--- config.mk ---
export PLATFORM = sky130hd
export DESIGN_NAME = lifo_stack_with_peek_flat
export DESIGN_NICKNAME = d
export VERILOG_FILES = /design/src/sv/lfs_pkg.sv /design/src/sv/lfs_if.sv /design/src/sv/lfs_ram.sv /design/src/sv/lfs_ctrl.sv /design/src/sv/lifo_stack_with_peek.sv /design/src/flat_wrapper.sv
export VERILOG_INCLUDE_DIRS = /design/src /design/src/sv
export SDC_FILE = /design/constraint.sdc
export NUM_CORES = 2
export LEC_CHECK = 0
export ABC_AREA = 1
export BUFFER_PORTS_ARGS = -buffer_cell sky130_fd_sc_hd__buf_2
export CAP_MARGIN = 20
export CORE_MARGIN = 2
export CORE_UTILIZATION = 34
export CTS_BUF_LIST = sky130_fd_sc_hd__clkbuf_2
export CTS_CLUSTER_DIAMETER = 200
export CTS_CLUSTER_SIZE = 40
export DETAILED_ROUTE_END_ITERATION = 10
export GPL_TIMING_DRIVEN = 0
export PLACE_DENSITY = 0.53
export SLEW_MARGIN = 20
export SYNTH_ARGS = -nofsm -noshare
export SYNTH_HDL_FRONTEND = slang
export SYNTH_SLANG_ARGS = --single-unit
--- constraint.sdc ---
create_clock -name clk -period 4 [get_ports clk]
set_clock_uncertainty 0.05 [all_clocks]
set_input_delay 0.8 -clock clk [delete_from_list [all_inputs] [get_ports clk]]
set_output_delay 0.8 -clock clk [all_outputs]
set_load 0.02 [all_outputs]
--- src/sv/assert_macros.svh ---
// ----------------------------------------------------------------------------
// assert_macros.svh
// Concurrent assertion helpers shared by the RTL
// ----------------------------------------------------------------------------
`ifndef ASSERT_MACROS_SVH
`define ASSERT_MACROS_SVH

`ifndef ASSERT_OFF

// property must hold at every clock edge outside reset
`define ASSERT_PROP(lbl, clk, rstn, prop, msg) \
	lbl: assert property (@(posedge clk) disable iff (!(rstn)) (prop)) else $error(msg);

// condition must never be true outside reset
`define ASSERT_NEVER(lbl, clk, rstn, cond, msg) \
	lbl: assert property (@(posedge clk) disable iff (!(rstn)) !(cond)) else $error(msg);

`else

`define ASSERT_PROP(lbl, clk, rstn, prop, msg)
`define ASSERT_NEVER(lbl, clk, rstn, cond, msg)

`endif

`endif

--- src/sv/lfs_pkg.sv ---
// ----------------------------------------------------------------------------
// lfs_pkg
// Shared widths, codes and types of the lifo stack
// ----------------------------------------------------------------------------
package lfs_pkg;

	localparam int DEPTH_DEFAULT = 64;
	localparam int DATA_W        = 32;
	localparam int CNT_W         = 7;
	localparam int ACT_W         = 2;
	localparam int STAT_W        = 2;

	localparam logic [CNT_W-1:0] LIMIT_RESET = 7'd64;

	// action codes
	localparam logic [ACT_W-1:0] ACT_PUSH = 2'd0;
	localparam logic [ACT_W-1:0] ACT_POP  = 2'd1;
	localparam logic [ACT_W-1:0] ACT_PEEK = 2'd2;

	// status codes
	localparam logic [STAT_W-1:0] ST_OK        = 2'd0;
	localparam logic [STAT_W-1:0] ST_OVERFLOW  = 2'd1;
	localparam logic [STAT_W-1:0] ST_UNDERFLOW = 2'd2;
	localparam logic [STAT_W-1:0] ST_BAD_DEPTH = 2'd3;

	// per-item result fields known at acceptance
	typedef struct packed {
		logic              use_mem;
		logic [STAT_W-1:0] status;
		logic [CNT_W-1:0]  count;
		logic              empty;
		logic              full;
	} meta_t;

endpackage

--- src/sv/lfs_if.sv ---
// ----------------------------------------------------------------------------
// lfs_req_if / lfs_rsp_if
// Valid/ready channels for stack requests and results
// ----------------------------------------------------------------------------
interface lfs_req_if;
	logic                              valid;
	logic                              ready;
	logic [lfs_pkg::ACT_W-1:0]         action;
	logic signed [lfs_pkg::DATA_W-1:0] push_value;
	logic [lfs_pkg::CNT_W-1:0]         peek_depth;

	modport source (output valid, output action, output push_value, output peek_depth,
		input ready);
	modport sink (input valid, input action, input push_value, input peek_depth,
		output ready);
endinterface

interface lfs_rsp_if;
	logic                              valid;
	logic                              ready;
	logic signed [lfs_pkg::DATA_W-1:0] read_value;
	logic [lfs_pkg::STAT_W-1:0]        status;
	logic [lfs_pkg::CNT_W-1:0]         entry_count;
	logic                              is_empty;
	logic                              is_full;

	modport source (output valid, output read_value, output status, output entry_count,
		output is_empty, output is_full, input ready);
	modport sink (input valid, input read_value, input status, input entry_count,
		input is_empty, input is_full, output ready);
endinterface

--- src/sv/lfs_ram.sv ---
// ----------------------------------------------------------------------------
// lfs_ram
// Single-port synchronous ram holding the stack entries, registered read
// ----------------------------------------------------------------------------
module lfs_ram #(
	parameter int DEPTH = lfs_pkg::DEPTH_DEFAULT,
	localparam int AW = $clog2(DEPTH)
) (
	input  logic                        clk,
	input  logic                        we,
	input  logic                        re,
	input  logic [AW-1:0]               addr,
	input  logic [lfs_pkg::DATA_W-1:0]  wdata,
	output logic [lfs_pkg::DATA_W-1:0]  rdata
);

	logic [lfs_pkg::DATA_W-1:0] mem [DEPTH];
	logic [lfs_pkg::DATA_W-1:0] rdata_q;

	// write port
	always_ff @(posedge clk) begin
		if (we) begin
			mem[addr] <= wdata;
		end
	end

	// read port, data held until the next read
	always_ff @(posedge clk) begin
		if (re) begin
			rdata_q <= mem[addr];
		end
	end

	assign rdata = rdata_q;

endmodule

--- src/sv/lfs_ctrl.sv ---
// ----------------------------------------------------------------------------
// lfs_ctrl
// Fill count, capacity limit and per-transaction decode of ram access
// ----------------------------------------------------------------------------
module lfs_ctrl #(
	parameter int DEPTH = lfs_pkg::DEPTH_DEFAULT,
	localparam int AW = $clog2(DEPTH)
) (
	input  logic                         clk,
	input  logic                         arst_n,
	input  logic                         cfg_we,
	input  logic [lfs_pkg::CNT_W-1:0]    cfg_wdata,
	input  logic                         accept,
	input  logic [lfs_pkg::ACT_W-1:0]    action,
	input  logic [lfs_pkg::CNT_W-1:0]    peek_depth,
	output logic                         mem_we,
	output logic                         mem_re,
	output logic [AW-1:0]                mem_addr,
	output lfs_pkg::meta_t               meta
);

	localparam int CNT_MAX = (1 << lfs_pkg::CNT_W) - 1;
	localparam int CAP_MAX = (DEPTH > CNT_MAX) ? CNT_MAX : DEPTH;

	logic [lfs_pkg::CNT_W-1:0]    count_q;
	logic [lfs_pkg::CNT_W-1:0]    limit_q;
	logic [lfs_pkg::CNT_W-1:0]    cap;
	logic [lfs_pkg::CNT_W-1:0]    count_nxt;
	logic [lfs_pkg::CNT_W-1:0]    addr_cnt;
	logic [lfs_pkg::CNT_W+AW-1:0] addr_ext;
	logic                         wr;
	logic                         rd;
	logic [lfs_pkg::STAT_W-1:0]   status;

	// capacity saturates at the ram depth, or at the count maximum if that is lower
	assign cap = (32'(limit_q) > CAP_MAX) ? lfs_pkg::CNT_W'(CAP_MAX) : limit_q;

	// decode of one transaction
	always_comb begin
		wr        = 1'b0;
		rd        = 1'b0;
		status    = lfs_pkg::ST_OK;
		count_nxt = count_q;
		addr_cnt  = count_q;
		case (action)
			lfs_pkg::ACT_PUSH: begin
				if (count_q >= cap) begin
					status = lfs_pkg::ST_OVERFLOW;
				end else begin
					wr        = 1'b1;
					count_nxt = count_q + 1'b1;
				end
			end
			lfs_pkg::ACT_POP: begin
				if (count_q == '0) begin
					status = lfs_pkg::ST_UNDERFLOW;
				end else begin
					rd        = 1'b1;
					count_nxt = count_q - 1'b1;
					addr_cnt  = count_q - 1'b1;
				end
			end
			lfs_pkg::ACT_PEEK: begin
				if (peek_depth == '0 || peek_depth > count_q) begin
					status = lfs_pkg::ST_BAD_DEPTH;
				end else begin
					rd       = 1'b1;
					addr_cnt = count_q - peek_depth;
				end
			end
			default: begin
				status = lfs_pkg::ST_OK;
			end
		endcase
	end

	// address fitted to the ram width
	assign addr_ext = {{AW{1'b0}}, addr_cnt};
	assign mem_addr = addr_ext[AW-1:0];
	assign mem_we   = accept & wr;
	assign mem_re   = accept & rd;

	assign meta.use_mem = rd;
	assign meta.status  = status;
	assign meta.count   = count_nxt;
	assign meta.empty   = (count_nxt == '0);
	assign meta.full    = (count_nxt >= cap);

	// count and limit registers
	always_ff @(posedge clk or negedge arst_n) begin
		if (!arst_n) begin
			count_q <= '0;
			limit_q <= lfs_pkg::LIMIT_RESET;
		end else begin
			if (accept) begin
				count_q <= count_nxt;
			end
			if (cfg_we) begin
				limit_q <= cfg_wdata;
			end
		end
	end

endmodule

--- src/sv/lifo_stack_with_peek.sv ---
// ----------------------------------------------------------------------------
// lifo_stack_with_peek
// Stack of signed words with push, pop and peek at a depth below the top
// ----------------------------------------------------------------------------
// a result passes through stage 1 (ram read) into the stage 2 output register
// throughput: one transaction per cycle while the result side does not stall, each using the single ram port once
// a read issued at acceptance always sees the write of the previous cycle
// reset: fill count 0, limit 64, pipeline empty; ram contents stay undefined
// ----------------------------------------------------------------------------
`include "assert_macros.svh"

module lifo_stack_with_peek #(
	parameter int DEPTH = lfs_pkg::DEPTH_DEFAULT
) (
	input  logic                      clk,
	input  logic                      arst_n,
	lfs_req_if.sink                   req,
	lfs_rsp_if.source                 rsp,
	input  logic                      cfg_we,
	input  logic [lfs_pkg::CNT_W-1:0] cfg_wdata
);

	localparam int AW      = $clog2(DEPTH);
	localparam int CNT_MAX = (1 << lfs_pkg::CNT_W) - 1;
	localparam int CAP_MAX = (DEPTH > CNT_MAX) ? CNT_MAX : DEPTH;

	logic                        accept;
	logic                        mem_we;
	logic                        mem_re;
	logic [AW-1:0]               mem_addr;
	logic [lfs_pkg::DATA_W-1:0]  rdata;
	lfs_pkg::meta_t              meta;
	lfs_pkg::meta_t              meta_s1;
	logic                        valid_s1;
	logic                        adv_s1;
	logic                        valid_s2;
	lfs_pkg::meta_t              meta_s2;
	logic [lfs_pkg::DATA_W-1:0]  value_s2;

	// handshake: stage 1 drains into the output register
	assign adv_s1    = valid_s1 & (~valid_s2 | rsp.ready);
	assign req.ready = ~valid_s1 | adv_s1;
	assign accept    = req.valid & req.ready;

	lfs_ctrl #(.DEPTH(DEPTH)) u_ctrl (
		.clk        (clk),
		.arst_n     (arst_n),
		.cfg_we     (cfg_we),
		.cfg_wdata  (cfg_wdata),
		.accept     (accept),
		.action     (req.action),
		.peek_depth (req.peek_depth),
		.mem_we     (mem_we),
		.mem_re     (mem_re),
		.mem_addr   (mem_addr),
		.meta       (meta)
	);

	lfs_ram #(.DEPTH(DEPTH)) u_ram (
		.clk   (clk),
		.we    (mem_we),
		.re    (mem_re),
		.addr  (mem_addr),
		.wdata (req.push_value),
		.rdata (rdata)
	);

	// stage 1: ram read in flight
	always_ff @(posedge clk or negedge arst_n) begin
		if (!arst_n) begin
			valid_s1 <= 1'b0;
		end else if (accept) begin
			valid_s1 <= 1'b1;
		end else if (adv_s1) begin
			valid_s1 <= 1'b0;
		end
	end

	always_ff @(posedge clk) begin
		if (accept) begin
			meta_s1 <= meta;
		end
	end

	// stage 2: output register
	always_ff @(posedge clk or negedge arst_n) begin
		if (!arst_n) begin
			valid_s2 <= 1'b0;
		end else if (adv_s1) begin
			valid_s2 <= 1'b1;
		end else if (rsp.ready) begin
			valid_s2 <= 1'b0;
		end
	end

	always_ff @(posedge clk) begin
		if (adv_s1) begin
			meta_s2  <= meta_s1;
			value_s2 <= meta_s1.use_mem ? rdata : '1;
		end
	end

	assign rsp.valid       = valid_s2;
	assign rsp.read_value  = value_s2;
	assign rsp.status      = meta_s2.status;
	assign rsp.entry_count = meta_s2.count;
	assign rsp.is_empty    = meta_s2.empty;
	assign rsp.is_full     = meta_s2.full;

	// checks
	`ASSERT_PROP(a_accept_fills_s1, clk, arst_n, accept |=> valid_s1, "accepted transaction lost")
	`ASSERT_PROP(a_err_no_word, clk, arst_n, (rsp.valid && rsp.status != lfs_pkg::ST_OK) |-> (rsp.read_value == '1), "error result carries a word")
	`ASSERT_NEVER(a_count_bound, clk, arst_n, rsp.valid && (32'(rsp.entry_count) > CAP_MAX), "entry count beyond ram depth")

endmodule

--- src/flat_wrapper.sv ---
// flat-port wrapper written by rule: the top's interface ports become plain ports
module lifo_stack_with_peek_flat 
#(
	parameter int DEPTH = lfs_pkg::DEPTH_DEFAULT
)
  (clk, arst_n, cfg_we, cfg_wdata, req_valid, req_action, req_push_value, req_peek_depth, req_ready, rsp_valid, rsp_read_value, rsp_status, rsp_entry_count, rsp_is_empty, rsp_is_full, rsp_ready);
  lfs_req_if req_i ();
  lfs_rsp_if rsp_i ();
  input  logic clk;
  input  logic arst_n;
  input  logic cfg_we;
  input  logic [lfs_pkg::CNT_W-1:0] cfg_wdata;
  input wire logic [$bits(req_i.valid)-1:0] req_valid;
  input wire logic [$bits(req_i.action)-1:0] req_action;
  input wire logic [$bits(req_i.push_value)-1:0] req_push_value;
  input wire logic [$bits(req_i.peek_depth)-1:0] req_peek_depth;
  output wire logic [$bits(req_i.ready)-1:0] req_ready;
  output wire logic [$bits(rsp_i.valid)-1:0] rsp_valid;
  output wire logic [$bits(rsp_i.read_value)-1:0] rsp_read_value;
  output wire logic [$bits(rsp_i.status)-1:0] rsp_status;
  output wire logic [$bits(rsp_i.entry_count)-1:0] rsp_entry_count;
  output wire logic [$bits(rsp_i.is_empty)-1:0] rsp_is_empty;
  output wire logic [$bits(rsp_i.is_full)-1:0] rsp_is_full;
  input wire logic [$bits(rsp_i.ready)-1:0] rsp_ready;
  assign req_i.valid = req_valid;
  assign req_i.action = req_action;
  assign req_i.push_value = req_push_value;
  assign req_i.peek_depth = req_peek_depth;
  assign req_ready = req_i.ready;
  assign rsp_valid = rsp_i.valid;
  assign rsp_read_value = rsp_i.read_value;
  assign rsp_status = rsp_i.status;
  assign rsp_entry_count = rsp_i.entry_count;
  assign rsp_is_empty = rsp_i.is_empty;
  assign rsp_is_full = rsp_i.is_full;
  assign rsp_i.ready = rsp_ready;
  lifo_stack_with_peek #(.DEPTH(DEPTH)) u_core (.clk(clk), .arst_n(arst_n), .req(req_i), .rsp(rsp_i), .cfg_we(cfg_we), .cfg_wdata(cfg_wdata));
endmodule
Word level (Yosys, flattened, before mapping) --
Memory sizes are Yosys's and may differ from the RTL's. A register that Yosys moved wholly into a read port is not among the register bits. Cells that the tools add are included.
Storage, ports and cells: bits in registers 71, bits in writable memories 2048, bits of input ports 53, output and inout bits 45, word-level logic and storage cells 60, memories 1
Operators by class: add/sub/neg operators 3, magnitude comparators 4, equal/unequal tests 2, muxes and demuxes 21, bitwise operators 8, reduce and logical (&&, ||, !) cells 7
Memory list:
- u_core.u_ram.mem | depth 64, bits a word 32, read ports 1, clocked after memory_dff 1, wr ports 1, RTL line lfs_ram.sv:17 | logic [lfs_pkg::DATA_W-1:0] mem [DEPTH];
Operators with widths (number):
- $logic_not 7->1 | 3
- $mux 7 | 3
- $ge 7x7->1 | 2
- $pmux 7 s2 | 1
- $pmux 6 s2 | 1
- $mux 1 | 11
- $add 7x1->7 const B | 1
- $gt 7x7->1 | 1
- $gt 7x7->1 const B | 1
- $sub 7x1->7 const B | 1
- $mux 6 | 1
- $pmux 2 s3 | 1
- $sub 6x6->6 | 1
- $and 1x1->1 | 4
- $mux 2 | 2
- $reduce_bool 2->1 | 2
- $eq 2x1->1 const B | 1
- $eq 2x2->1 const B | 1
- $logic_not 2->1 | 1
- $not 1->1 | 2
- $or 1x1->1 | 2
- $pmux 1 s2 | 1
- $logic_or 1x1->1 | 1

Logic depth before layout (Yosys ltp) --
depth in word-level cells 8, gate-level depth with buffers 24, mapped depth without buffers 24

Modules after synthesis --
Synthesis repeated with hierarchy kept, for this count alone.
Second synthesis, totals: cells, all modules 8897, area, all modules 90923.5 um^2
By module, submodules not included:
- lfs_ram | times used 1, cells an instance 8440, area an instance 86823.3 um^2, sequential area each 62459.9 um^2
- lfs_ctrl | times used 1, cells an instance 323, area an instance 2084.5 um^2, sequential area each 351.6 um^2
- lifo_stack_with_peek | times used 1, cells an instance 134, area an instance 2015.7 um^2, sequential area each 1701.6 um^2

Least setup slack after synthesis --
OpenSTA, ideal clock, no wires.
kind in2reg, from input port req_peek_depth[2], to memory u_core.u_ram.mem[48][0] (netlist name), enable pin, setup time 0.421 ns, arrival time 4.254 ns, required time 3.529 ns, setup slack -0.726 ns, stages on the path 18, path buffers 1, path through inv_1 -> ha_1 -> a21oi_1 -> nand2_1 -> nand2_1 -> nand2_1 -> nand2_2 -> nand2_1 -> nand2_2 -> inv_1 -> nand2_1 -> o211ai_1 -> o21ai_0 -> inv_1 -> nor2_1 -> buf_1 -> inv_1 -> nor2_1
Between the ends: cells in the longest elaborated chain, start to end 4, elaborated cells between the ends (all ways) 6, those cells by class add/sub: 1; order compare: 1; mux: 2; reduce/logical: 2
RTL lines:
- start, declared | RTL line flat_wrapper.sv:16 | input wire logic [$bits(req_i.peek_depth)-1:0] req_peek_depth;
- $gt 7x7->1 or $logic_not 7->1 (tied branches) | RTL line lfs_ctrl.sv:64 | if (peek_depth == '0 || peek_depth > count_q) begin
- $logic_or 1x1->1 | RTL line lfs_ctrl.sv:64
- $mux 6 * | RTL line lfs_ctrl.sv:64
- $pmux 6 s2 * | RTL line lfs_ctrl.sv:45 | case (action)
- end, declared | RTL line lfs_ram.sv:17
Mark *: on every way between the ends. The rest lies on a longest branch, timed or not.

Worst setup path in the final report --
from register u_core.u_ctrl.count_q[4] (netlist name), to register u_core.u_ram.rdata_q, in the netlist u_core.u_ram.rdata[10], read port of u_core.u_ram.mem, data pin
Between the ends: cells in the longest elaborated chain, start to end 5, elaborated cells between the ends (all ways) 12, those cells by class add/sub: 2; order compare: 1; mux: 6; bitwise: 1; reduce/logical: 2
RTL lines:
- start, declared | RTL line lfs_ctrl.sv:25 | logic [lfs_pkg::CNT_W-1:0] count_q;
- start signal, assigned | RTL line lfs_ctrl.sv:96 | count_q <= count_nxt;
- $gt 7x7->1 | RTL line lfs_ctrl.sv:64
- $logic_or 1x1->1 | RTL line lfs_ctrl.sv:64
- $mux 1 | RTL line lfs_ctrl.sv:64
- $pmux 1 s2 | RTL line lfs_ctrl.sv:45
- $and 1x1->1 | RTL line lfs_ctrl.sv:81 | assign mem_re = accept & rd;
- end, declared | RTL line lfs_ram.sv:18 | logic [lfs_pkg::DATA_W-1:0] rdata_q;
Parallel ways exist; a longest one is shown, timed or not. A chain may end at the register's enable or synchronous reset.

==> results.toml <==
[status]
status = "finished, violations left"
violations = "setup timing"

[setup_path]
crit_path_end_kind = "flop"
startpoint = "u_core.u_ctrl.count_q[4]"
worst_r2r_path_depth = 22
arrival_ps = 5780
path_class = "flop to flop"
cp_slowest_cell = "dfrtp_1"
path_max_fanout = 8
critical_path.top_delay_family = "simple AND/OR/NAND/NOR gates"
max_stage_delay_ps = 560
cp.required_ps = 5760
cp_num_buf_inv = 6
crit_path_frequent_cell = "nand2_2"
r2r_start = "u_core.u_ctrl.count_q[4]"
startpoint_type = "flop"
cp_cell_sequence = "buf_6, ha_4, nand2_2, nand2_2, a21oi_2, nand2_2, nand2_4, nand4_1, nand3_4, buf_12, nand2_8, clkinv_8, buf_12, buf_16, buf_12, nand2_1, nand3_2, nand2_2, o21ai_4, nand2_4, nor2_4, nand2_2"
crit_cells = 22

[grt]
grt_pass1_vias = 59800
grt_overflow = 0
grt_pass1_wl_mm = 457
track_usage = 0.232
grt_max_degree = 65
antenna_found_initial = 25

[routing]
wl_met1_mm = 138
met3_length_mm = 34.1
dr.pass1.iters = 6
ant_nets = 0
dr_wl_met2_mm = 149
wirelength_mm = 334
wl_per_cell_um = 25.9
viasPerCell = 5.04
drtIter0Drc = 8788
vias = 64900
dr.max_layer_used = "met5"
drc = 0

[hold_path]
min_from = "req_peek_depth[6]"
hp-class = "input pin to flop"
hold_path_depth = 11

[floorplanning]
row_count = 192
core_mm2 = 0.273
pin_count = 98
die_area_mm2 = 0.279
start_util = 0.341
dieHeight_um = 528
die_w_um = 528

[pwr]
power_w = 0.0519
switching_share = 0.402
power_switching_w = 0.0209
power.internal_w = 0.0311
comb_power_share = 0.381
clockPowerShare = 0.131
p_per_area_mw_per_mm2 = 473
leakage_nw = 44.9
peakVddDrop_uv = 283
pwr-share-seq = 0.488

[yosys]
seq_area_frac_synth = 0.691
synthDistinctLibCells = 40
synth_top_family_by_area = "simple AND/OR/NAND/NOR gates"
ys.flop_type = "edfxtp_1"
muxShareOfSynthArea = 0.000362
synth_area_per_cell_um2 = 10.8
synth_area_leaders = "edfxtp_1, nand2_1, inv_1"
synth_compound_area_frac = 0.0164
ys_ff_latch = 2151
synth_xor_area_frac = 0.000751
synth_warnings = 0
synthSimpleGateAreaFrac = 0.201
synth.net_count = 8691
post-synth-top-area-cell = "edfxtp_1"
netlist_top_cells_count = "nand2_1, edfxtp_1, inv_1"
synth_edf_count = 2135
yosysTopAreaCellShare = 0.687
yosysMostFrequentCell = "nand2_1"
synthAdderAreaFrac = 0.00424
syn_area_mm2 = 0.0934
synthArstFlopShare = 0.00744
synthCells = 8607

[cts]
cts_tree = "built"
clk_transition_reported_paths_ps = 670
numCtsBuffers = 59
cts-root-buf = "clkbuf_2"
htree_levels = 2
cts_sinks = 2151
clk_latency_ps = 2060
clk_path_buf_depth = 3

[timing]
finalCritPeriodShare = 1.00
drv_slew = 0
setup_viol = 2
hold_violations = 0
tightest_slew_ps = 946
fmax_mhz = 249
finalCriticalPeriod_ps = 4010
relSlewSlack = 0.369
finalWorstSetupSlack_ps = -12.2
rsz0062_at_grt = "yes"

[placed_design]
hpwl_mm = 228
gp_congestion = 0.897
portBuffers = 97

[cells_and_area]
num-fill-cells = 25900
area_growth_pct = 17.7
layout-drive-gt1-share = 0.145
nets = 9362
post-route-util = 0.402

[flow_run]
max_cap_violations = 0
## final cells by class
class / count / area (µm²) / share of cell area
clock buffers: 69 / 345 / 0.00314
multi-input cells: 4426 / 23300 / 0.212
flip-flops and latches: 2151 / 64500 / 0.587
well taps: 3589 / 4490 / 0.0409
clock inverters: 2 / 15.0 / 0.000137
inverters: 1604 / 6080 / 0.0554
plain buffers: 418 / 3060 / 0.0278
diodes: 11 / 27.5 / 0.000250
repair buffers: 618 / 8030 / 0.0731
## cell usage in the layout, fill, tap and decap left out, drive strengths merged, types with 30 or more instances in the layout
| cell | n |
|---|---|
| buf | 721 |
| clkbuf | 247 |
| dlygate4sd3 | 134 |
| edfxtp | 2135 |
| ha | 30 |
| inv | 1594 |
| nand2 | 2304 |
| nand3 | 1054 |
| nand3b | 512 |
| nor2 | 161 |
| o21ai | 278 |
| or2 | 33 |
## worst paths after layout
kind / slack (ps) / end
max: -10 / u_core.u_ram.rdata[10]
min: 240 / u_core.meta_s1[9]
max reg2reg: -10 / u_core.u_ram.rdata[10]
min reg2reg: 450 / u_core.rsp.entry_count[3]
max in group asynchronous: 3060 / u_core.rsp.valid
min in group asynchronous: 320 / u_core.u_ctrl.count_q[3]
## timing repair
item,in CTS,in global routing
hold buffers,165,0
buffers inserted,188,34
pin swaps,110,82
setup endpoints to repair,2082,1934
gates resized for setup,735,281
endpoints found under the hold margin,2186,0
cloned,7,15
## worst reg2reg max path: cells and delay by family (launching register included)
family	cells	cell delay, ps
DFF	1	560
buffers and inverters	6	1020
and+or+nand+nor	13	1520
AOI/OAI and AO/OA	2	400
adders and majority gates	1	250
## sequential cells by signal, summed over array words and instances (netlist names)
name                    cells
u_core.u_ctrl.count_q       7
u_core.rsp.read_value      32
u_core.u_ram.rdata         32
u_core.rsp.valid            1
u_core.rsp.entry_count      7
u_core.rsp.is_full          1
u_core.valid_s1             1
u_core.u_ctrl.limit_q       7
u_core.rsp.status           2
u_core.meta_s1             12
u_core.rsp.is_empty         1
u_core.u_ram.mem         2048
## through the flow
| stage | setup TNS, ps | hold slack (ps) | std cells | area [µm²] | setup WS (ps) |
|---|---|---|---|---|---|
| final | -13.8 | 236 | 12900 | 110000 | -12.2 |
| after global routing | -428 | 116 | 12900 | 110000 | -47.2 |
| after CTS | -28.1 | 7.08 | 12800 | 108000 | -15.9 |
| after detailed placement | -4292220 | 355 | 12400 | 101000 | -2740 |
| after global placement | -6467210 | 357 | 12300 | 98500 | -3650 |
| after floorplan | -450610 | 350 | 8607 | 93500 | -268 |
## routing by layer
metal	global-route usage	vias up
li1	-	29300
met1	0.318	32000
met2	0.359	3073
met3	0.0507	454
met4	0.0862	12
met5	0	-
## power groups by stage
stage | registers [W] | logic [W] | clock network (W)
6_report | 0.0253 | 0.0198 | 0.00682
5_1_grt | 0.0254 | 0.0208 | 0.00749
4_1_cts | 0.0253 | 0.0187 | 0.00693
3_5_place_dp | 0.0258 | 0.0160 | 0
3_3_place_gp | 0.0258 | 0.0157 | 0
2_1_floorplan | 0.0258 | 0.00805 | 0
## cells by family (layout without fill, tap and decap cells)
| family | after synthesis | count (layout) |
|---|---|---|
| XOR/XNOR | 8 | 8 |
| other | 0 | 11 |
| adder cells (fa/ha/maj) | 31 | 31 |
| buffers and inverters | 2030 | 2711 |
| AO/OA/AOI/OAI | 302 | 302 |
| multiplexers | 3 | 3 |
| flip-flops | 2151 | 2151 |
| AND/OR/NAND/NOR | 4082 | 4082 |
No activity file was read; power rests on OpenSTA's default activity.
